--- config.mk ---
export PLATFORM = sky130hd
export DESIGN_NAME = mepc_ctrl
export DESIGN_NICKNAME = d
export VERILOG_FILES = /design/src/hdl/mepc_pkg.sv /design/src/hdl/mepc_ctrl.sv
export SDC_FILE = /design/constraint.sdc
export NUM_CORES = 1
export LEC_CHECK = 0
export ABC_AREA = 0
export BUFFER_PORTS_ARGS = -buffer_cell sky130_fd_sc_hd__buf_2
export CAP_MARGIN = 20
export CORE_ASPECT_RATIO = 0.8
export CORE_MARGIN = 10
export CORE_UTILIZATION = 25
export DETAILED_ROUTE_END_ITERATION = 8
export PLACE_DENSITY = 0.42
export SLEW_MARGIN = 20
export SYNTH_ARGS = -nofsm -noshare
export SYNTH_HDL_FRONTEND = slang
export SYNTH_SLANG_ARGS = --single-unit
export TNS_END_PERCENT = 30
--- constraint.sdc ---
create_clock -name clk -period 2.4 [get_ports clk]
set_input_delay 0.48 -clock clk [delete_from_list [all_inputs] [get_ports clk]]
set_output_delay 0.48 -clock clk [all_outputs]
set_load 0.01 [all_outputs]
--- src/hdl/mepc_pkg.sv ---
`timescale 1ns / 1ps
`default_nettype none
package mepc_pkg;
	localparam int TableSizeDefault = 4096;
	localparam int MaterialBins = 8;
	localparam logic [31:0] FnvBasis = 32'd2166136261;
	localparam logic [31:0] FnvPrime = 32'd16777619;

	localparam logic [1:0] MODE_INSERT = 2'd0;
	localparam logic [1:0] MODE_FINISH = 2'd1;

	localparam logic [2:0] ST_NEW    = 3'd0;
	localparam logic [2:0] ST_REPEAT = 3'd1;
	localparam logic [2:0] ST_ROAD   = 3'd2;
	localparam logic [2:0] ST_POINT  = 3'd3;
	localparam logic [2:0] ST_VERT   = 3'd4;
	localparam logic [2:0] ST_FULL   = 3'd5;
	localparam logic [2:0] ST_SCAN   = 3'd6;
	localparam logic [2:0] ST_QUERY  = 3'd7;

	// controller -> datapath
	typedef struct packed {
		logic load;      // capture item, order ends
		logic hash_init; // seed hash
		logic hash_step; // fold one word
		logic probe_rd;  // issue table read at probe slot
		logic probe_adv; // advance probe slot
		logic ins_new;   // write new entry
		logic ins_rep;   // bump count
		logic scan_init; // zero tallies and scan address
		logic scan_rd;   // read at scan address
		logic scan_eval; // tally and clear slot, advance
		logic done;      // present result
		logic [2:0] rstat;
	} mepc_cmd_t;

	// datapath -> controller
	typedef struct packed {
		logic skip_road;
		logic skip_point;
		logic skip_vert;
		logic hash_last;
		logic slot_empty;
		logic slot_match;
		logic probe_last;
		logic scan_last;
	} mepc_sts_t;
endpackage
`default_nettype wire

--- src/hdl/mepc_ctrl.sv ---
`timescale 1ns / 1ps
`default_nettype none
module mepc_ctrl import mepc_pkg::*; (
	input  wire logic      clk,
	input  wire logic      arst_n,
	input  wire logic      start,
	input  wire logic [1:0] mode,
	input  wire mepc_sts_t sts,
	output logic           busy,
	output mepc_cmd_t      cmd
);
	typedef enum logic [8:0] {
		S_IDLE  = 9'b000000001,
		S_CHECK = 9'b000000010,
		S_HASH  = 9'b000000100,
		S_PRD   = 9'b000001000,
		S_PEVAL = 9'b000010000,
		S_SRD   = 9'b000100000,
		S_SEVAL = 9'b001000000,
		S_DONE  = 9'b010000000,
		S_SWAIT = 9'b100000000
	} state_t;

	state_t state_q, state_d;
	logic [2:0] rstat_q, rstat_d;

	always_ff @(posedge clk or negedge arst_n) begin
		if (!arst_n) begin
			state_q <= S_IDLE;
			rstat_q <= ST_NEW;
		end else begin
			state_q <= state_d;
			rstat_q <= rstat_d;
		end
	end

	always_comb begin
		state_d = state_q;
		rstat_d = rstat_q;
		cmd = '0;
		cmd.rstat = rstat_q;
		busy = (state_q != S_IDLE);
		unique case (state_q)
			S_IDLE: begin
				if (start) begin
					cmd.load = 1'b1;
					priority if (mode == MODE_INSERT) begin
						state_d = S_CHECK;
					end else if (mode == MODE_FINISH) begin
						cmd.scan_init = 1'b1;
						state_d = S_SRD;
					end else begin
						rstat_d = ST_QUERY;
						state_d = S_DONE;
					end
				end
			end
			S_CHECK: begin
				cmd.hash_init = 1'b1;
				priority if (sts.skip_road) begin
					rstat_d = ST_ROAD;
					state_d = S_DONE;
				end else if (sts.skip_point) begin
					rstat_d = ST_POINT;
					state_d = S_DONE;
				end else if (sts.skip_vert) begin
					rstat_d = ST_VERT;
					state_d = S_DONE;
				end else begin
					state_d = S_HASH;
				end
			end
			S_HASH: begin
				cmd.hash_step = 1'b1;
				if (sts.hash_last) state_d = S_PRD;
			end
			S_PRD: begin
				cmd.probe_rd = 1'b1;
				state_d = S_PEVAL;
			end
			S_PEVAL: begin
				priority if (sts.slot_empty) begin
					cmd.ins_new = 1'b1;
					rstat_d = ST_NEW;
					state_d = S_DONE;
				end else if (sts.slot_match) begin
					cmd.ins_rep = 1'b1;
					rstat_d = ST_REPEAT;
					state_d = S_DONE;
				end else if (sts.probe_last) begin
					rstat_d = ST_FULL;
					state_d = S_DONE;
				end else begin
					cmd.probe_adv = 1'b1;
					state_d = S_PRD;
				end
			end
			S_SRD: begin
				cmd.scan_rd = 1'b1;
				state_d = S_SEVAL;
			end
			S_SEVAL: begin
				cmd.scan_eval = 1'b1;
				if (sts.scan_last) begin
					rstat_d = ST_SCAN;
					state_d = S_SWAIT;
				end else begin
					state_d = S_SRD;
				end
			end
			S_SWAIT: state_d = S_DONE;
			S_DONE: begin
				cmd.done = 1'b1;
				state_d = S_IDLE;
			end
			default: state_d = S_IDLE;
		endcase
	end

	a_onehot: assert property (@(posedge clk) disable iff (!arst_n) $onehot(state_q))
		else $error("state not one-hot");
	a_done_once: assert property (@(posedge clk) disable iff (!arst_n)
		cmd.done |=> !cmd.done) else $error("double result");
	a_write_excl: assert property (@(posedge clk) disable iff (!arst_n)
		!(cmd.ins_new && cmd.ins_rep)) else $error("two writes");
endmodule
`default_nettype wire

==> flow_summary.yaml, run 1 <==
run_status:
  status: "finished, final reports clean"
pwr:
  p_per_area_nw_per_um2: 907
  p_leak_uw: 0.000543
  peakVddDrop_mv: 0.232
clocking:
  cts-root-buf: "clkbuf_8"
  numCtsBuffers: 3
  cts_buffer_depth: 2
  clkLatencyLatePin_ns: 0.24
  cts.clk_slew.worst_paths_ns: 0.05
  postCtsSetupRepairBufs: 0
  cts_sinks: 12
  cts_tree: "yes"
  htree_levels: 1
global_route:
  grt_pass1_wl_um: 4670
  antenna_found_initial: 0
  grt-ovfl-total: 0
  grt_pass1_vias: 927
  grt_start_max_net_pins: 13
  grtUsageTotal: 0.0915
logic_synthesis:
  yosys_warnings: 0
  synth_most_common_cell: "nor2_1"
  yosys.area.top_type: "dfrtp_1"
  seq_area_frac_synth: 0.350
  synth_edf_count: 0
  synth_area_um2: 862
  synthArstFlopShare: 1.00
  ys_ff_latch: 12
  synth_flop_cell: "dfrtp_1"
  syn_inst: 102
  yosys-top-cells-count: "nor2_1 (16), dfrtp_1 (11), inv_1 (7)"
  synth_cell_type_count: 36
  synth_top_cell_area_share: 0.319
  synth_nets: 115
  syn_area_per_cell_um2: 8.45
  synth_area_leaders: "dfrtp_1 (32%), nor2_1 (7.0%), nor4b_1 (4.1%), mux2_4 (3.5%), dfstp_2 (3.0%)"
sta:
  period_needed_ns: 2.24
  skew_ns: 0.00138
  setup_viol: 0
  fmax_mhz: 447
  setup_tns_ns: 0
  hold_viol: 0
  rsz0062_at_grt: "false"
  slew_violations: 0
  min_period_over_period: 0.931
  slew-limit-headroom: 0.678
  tightest_slew_ns: 0.476
cells_and_area:
  utilization: 0.349
  final_layout_size_suffix_gt1_frac: 0.331
  layout-area-overhead-vs-synth_pct: 29.6
  nets: 147
  fill_cells: 355
  n_antenna_cell: 0
routing:
  drcViolationCount: 0
  wl_per_cell_um: 16.2
  drt-pass1-iter-count: 4
  drtAntennaViolNets: 0
  viasPerCell: 5.11
  dr_total_vias: 884
  totalWireLength_um: 2800
  drt_iter0_drc: 92
floorplan:
  die_h_um: 72.5
  num_io_pins: 28
  start_util: 0.270
  rows: 18
  dieWidth_um: 85.7
  die-area_um2: 6210
  core_region_area_um2: 3200
setup_path:
  crit_required_ns: 1.92
  r2r_cells: 5
  worst_ep_arrival_time_ns: 1.76
  crit_path_max_fanout: 9
  r2r_start: "state_q[0]$_DFFE_PN1P_"
  worstSetupEndpointType: "primary output"
  slowest_delay_ns: 0.50
  crit_type: "reg -> out"
  crit_path_cell_trace: "nor4b_2, nand3_1, nor4_2, buf_4, buf_2"
  r2r_slack_ns: 0.23
  crit_path_start_kind: "register"
  critPathSlowestCell: "dfrtp_1"
  startpoint: "state_q[5]$_DFFE_PN0P_"
placed_design:
  portBuffers: 27
  place.gp.congestion: 0.799
  dp_hpwl_um: 2240
worst_hold_path:
  hold_path_class: "in -> async"
job:
  maxCapViolCount: 0
routing by layer:
metal	GRT usage	vias to the layer above	routed length, µm	share of wire
met5	0	-	0	0
met4	0.0438	0	36	0.013
met3	0.0223	2	170	0.061
met2	0.131	29	1160	0.41
met1	0.124	410	1430	0.51
li1	-	443	-	-
layout make-up:
class | instances | area [µm²] | area share
Multi-Input combinational cell | 78 | 522 | 0.467
Inverter | 7 | 26.3 | 0.0235
Clock buffer | 4 | 45.0 | 0.0403
Timing Repair Buffer | 32 | 173 | 0.155
Sequential cell | 12 | 302 | 0.270
Tap cell | 40 | 50.0 | 0.0448
cells in the final DEF, fill, tap and decap left out, types with 2 or more instances in the layout:
master,n
nor4_2,2
clkbuf_8,3
inv_1,7
nand4b_1,2
xor2_1,3
and4_1,2
dfrtp_1,11
nand2_1,5
nor4b_1,3
o22ai_1,3
o21ai_0,4
nand3_1,3
and2_1,2
nor3_1,2
buf_2,27
and3_1,2
buf_4,5
nor4bb_1,2
nor4_1,2
nor2_1,16
a31oi_1,2
mux2_4,2
nor2b_1,2
a21oi_1,5
where the power goes:
group | total [µW] | switching, µW | internal, µW
combinational | 501 | 273 | 228
clock | 193 | 75.8 | 117
sequential | 320 | 75.8 | 245
total | 1010 | 424 | 590
worst max-delay path: cells and delay by family, from the launching register on:
| kind | cells | cell delay, ns |
|---|---|---|
| simple gates | 3 | 0.74 |
| flops | 1 | 0.50 |
| buf+inv | 2 | 0.28 |
timing repair:
action,4_1_cts,5_1_grt
hold buffers,0,0
endpoints found under the hold margin,0,0
setup endpoints to repair,0,1
gates resized for setup,0,2
cell families after synthesis:
family,count (synthesis),share of synthesized area
and+or+nand+nor,53,0.386
buffers and inverters,12,0.0595
xor gates and xnor gates,3,0.0305
DFF,12,0.350
AOI/OAI and AO/OA,20,0.139
muxes,2,0.0348
sequential cells by signal, indices dropped and copies added (netlist names):
name / count
state_q: 9
rstat_q: 3
metrics by stage:
step | power [µW] | setup WS, ns | area (µm²) | std cells | hold slack (ns)
global route | 1110 | 0.0245 | 1120 | 173 | 0.134
finish | 1010 | 0.165 | 1120 | 173 | 0.119
global placement | 815 | 0.308 | 1060 | 169 | 0.387
CTS | 1020 | 0.0546 | 1100 | 173 | 0.124
floorplan | 641 | 0.228 | 862 | 102 | 0.184
detailed placement | 816 | 0.261 | 1060 | 169 | 0.384
path summary, 6_finish.rpt:
| check | endpoint |
|---|---|
| worst min-delay path | state_q[4]$_DFFE_PN0P_ |
| worst max-delay path | cmd[9] |
| worst max register to register | rstat_q[1]$_DFFE_PN0P_ |
| worst min register to register | rstat_q[0]$_DFFE_PN0P_ |
| max in group asynchronous | state_q[0]$_DFFE_PN1P_ |
| min in group clk | state_q[1]$_DFFE_PN0P_ |
(Power assumes the default switching activity.)
==> run 2: changes to the inputs <==
--- a/config.mk
+++ b/config.mk
@@ -5,7 +5,7 @@
 export SDC_FILE = /design/constraint.sdc
 export NUM_CORES = 1
 export LEC_CHECK = 0
-export ABC_AREA = 0
+export ABC_AREA = 1
 export BUFFER_PORTS_ARGS = -buffer_cell sky130_fd_sc_hd__buf_2
 export CAP_MARGIN = 20
 export CORE_ASPECT_RATIO = 0.8
==> run 2 against run 1 <==
  * Fmax up 7.8%
  * Global-route usage down 0.19 points
  * Register-to-register slack better by 0.59 ns
  * Core utilization down 1.9 points
  * Sequential cell count unchanged
  * Worst setup slack better by 0.16 ns
  * Clock power up 3%
  * Worst hold slack worse by 0.0075 ns
  * Sequential power down 6%
  * First-iteration DRC count down 68%
  * Via count up 5.3%
  * Routed wire length down 3.8%
  * Critical endpoint is now cmd[6]
  * Largest cell class unchanged
  * Largest power group unchanged
==> flow_summary.yaml, run 2 <==
run_status:
  status: "finished, final reports clean"
logic_synthesis:
  syn_area_per_cell_um2: 6.69
  ys_ff_latch: 12
  seq_area_frac_synth: 0.327
  synth_edf_count: 0
  syn_inst: 138
  synth_area_leaders: "dfrtp_1 (30%), inv_1 (11%), nand2_1 (10%), nand3_1 (7.6%), nor2_1 (7.3%)"
  synth_nets: 151
  yosys.area.top_type: "dfrtp_1"
  synth_most_common_cell: "inv_1"
  synth_flop_cell: "dfrtp_1"
  synth_area_um2: 923
  synth_top_cell_area_share: 0.298
  yosys_warnings: 0
  yosys-top-cells-count: "inv_1 (27), nand2_1 (25), nor2_1 (18), nand3_1 (14), dfrtp_1 (11)"
  synthArstFlopShare: 1.00
  synth_cell_type_count: 18
clocking:
  numCtsBuffers: 3
  htree_levels: 1
  cts_sinks: 12
  cts.clk_slew.worst_paths_ns: 0.06
  cts_resized: 0
  clkLatencyLatePin_ns: 0.25
  cts_hold_buf: 0
  cts_buffer_depth: 2
  postCtsSetupRepairBufs: 0
  cts-root-buf: "clkbuf_8"
  cts_tree: "yes"
floorplan:
  rows: 19
  dieWidth_um: 87.9
  die-area_um2: 6540
  start_util: 0.264
  num_io_pins: 28
  die_h_um: 74.4
  core_region_area_um2: 3490
routing:
  drt-pass1-iter-count: 2
  drt_iter0_drc: 29
  drcViolationCount: 0
  drtAntennaViolNets: 0
  totalWireLength_um: 2690
  dr_total_vias: 931
  viasPerCell: 4.41
  wl_per_cell_um: 12.7
placed_design:
  portBuffers: 27
  dp_hpwl_um: 2330
  place.gp.congestion: 0.771
  place_area_um2: 1110
sta:
  slew-limit-headroom: 0.738
  timing.hold.ws_ns: 0.111
  min_period_over_period: 0.864
  fmax_mhz: 482
  setup_viol: 0
  tightest_slew_ns: 0.392
  rsz0062_at_grt: "false"
  period_needed_ns: 2.07
  hold_viol: 0
  slew_violations: 0
  setup_tns_ns: 0
  skew_ns: 0.0112
pwr:
  p_leak_uw: 0.000717
  p_per_area_nw_per_um2: 1080
  peakVddDrop_mv: 0.467
setup_path:
  crit_required_ns: 1.92
  worstSetupEndpointType: "primary output"
  crit_path_start_kind: "register"
  worst_ep_arrival_time_ns: 1.59
  crit_type: "reg -> out"
  crit_path_max_fanout: 7
cells_and_area:
  n_antenna_cell: 0
  top_regs: "state_q: 9 flops, rstat_q: 3 flops"
  fill_cells: 400
  final_cell_area_um2: 1160
  layout-area-overhead-vs-synth_pct: 25.2
  nets: 183
  largest_register_ffs: 9
  layout_common_cells: "inv_1 (27), buf_2 (27), nand2_1 (25), nor2_1 (18), nand3_1 (14)"
  max_flop_register: "state_q"
  final_layout_size_suffix_gt1_frac: 0.337
global_route:
  grtUsageTotal: 0.0896
  grt_start_max_net_pins: 13
  grt_pass1_wl_um: 4600
  antenna_found_initial: 0
  grt_pass1_vias: 994
  grt-ovfl-total: 0
job:
  maxCapViolCount: 0
worst_hold_path:
  hold_path_class: "in -> async"
[run 2: cell count changes in the layout (fill, tap and decap cells not counted), sizes merged, moves of 3 or more]
cell,change
nor4b,-4
xor2,-3
nor2,+12
and4,-3
nand2,+29
nor4,-5
nand3,+12
o22ai,-3
nand4,+6
buf,-5
inv,+25
a21oi,-4
[run 2: worst max-delay path: stages, from the launching register on]
cell and delay (ns):
dfrtp_1 0.41, nor2_4 0.17, nand2_4 0.09, nor2_4 0.21
nand2_4 0.07, nor2_2 0.10, nand2_1 0.08, nor2_1 0.09
buf_2 0.14
[run 2: layout make-up]
| cell class | instances | area [µm²] | area share |
|---|---|---|---|
| inverter | 32 | 120 | 0.104 |
| clock buffer | 4 | 45.0 | 0.0390 |
| sequential | 12 | 302 | 0.261 |
| timing repair buffer | 27 | 135 | 0.117 |
| multi-input combinational | 94 | 502 | 0.434 |
| tap | 42 | 52.6 | 0.0455 |
[run 2: cells by family (layout without fill, tap and decap cells)]
family,after synthesis,after routing,share of synthesized area
and+or+nand+nor,88,88,0.508
buffers and inverters,32,63,0.130
DFF,12,12,0.327
AOI/OAI and AO/OA,6,6,0.0352
[run 2: through the flow]
stage / worst slack (ns) / utilization / power (µW) / std cells
4_1_cts: 0.309 / 0.331 / 1260 / 211
5_1_grt: 0.183 / 0.331 / 1380 / 211
3_5_place_dp: 0.572 / 0.318 / 1060 / 207
3_3_place_gp: 0.636 / 0.318 / 1050 / 207
2_1_floorplan: 0.711 / - / 856 / 138
6_report: 0.326 / 0.331 / 1240 / 211
[run 2: where the power goes]
part           switching (µW)  internal [µW]  total [µW]
Combinational             492            252         744
Clock                    80.4            117         198
Sequential               35.3            267         302
Total                     607            636        1240
[run 2: metal layers]
layer | wire (µm) | track usage | vias to the layer above
li1 | - | - | 491
met3 | 171 | 0.0371 | 4
met4 | 22 | 0.0318 | 0
met1 | 1320 | 0.114 | 418
met5 | 0 | 0 | -
met2 | 1170 | 0.133 | 18
[run 2: path summary, 6_finish.rpt]
path / start / cells past startpoint / slack, ns / end
worst max register to register: state_q[0]$_DFFE_PN1P_ / 8 / 0.82 / state_q[3]$_DFFE_PN0P_
worst max-delay path: state_q[3]$_DFFE_PN0P_ / 8 / 0.33 / cmd[6]
max in group asynchronous: arst_n / 1 / 1.99 / state_q[0]$_DFFE_PN1P_
min in group clk: start / 2 / 0.42 / state_q[0]$_DFFE_PN1P_
worst min register to register: rstat_q[1]$_DFFE_PN0P_ / 2 / 0.47 / rstat_q[1]$_DFFE_PN0P_
worst min-delay path: arst_n / 1 / 0.11 / rstat_q[2]$_DFFE_PN0P_
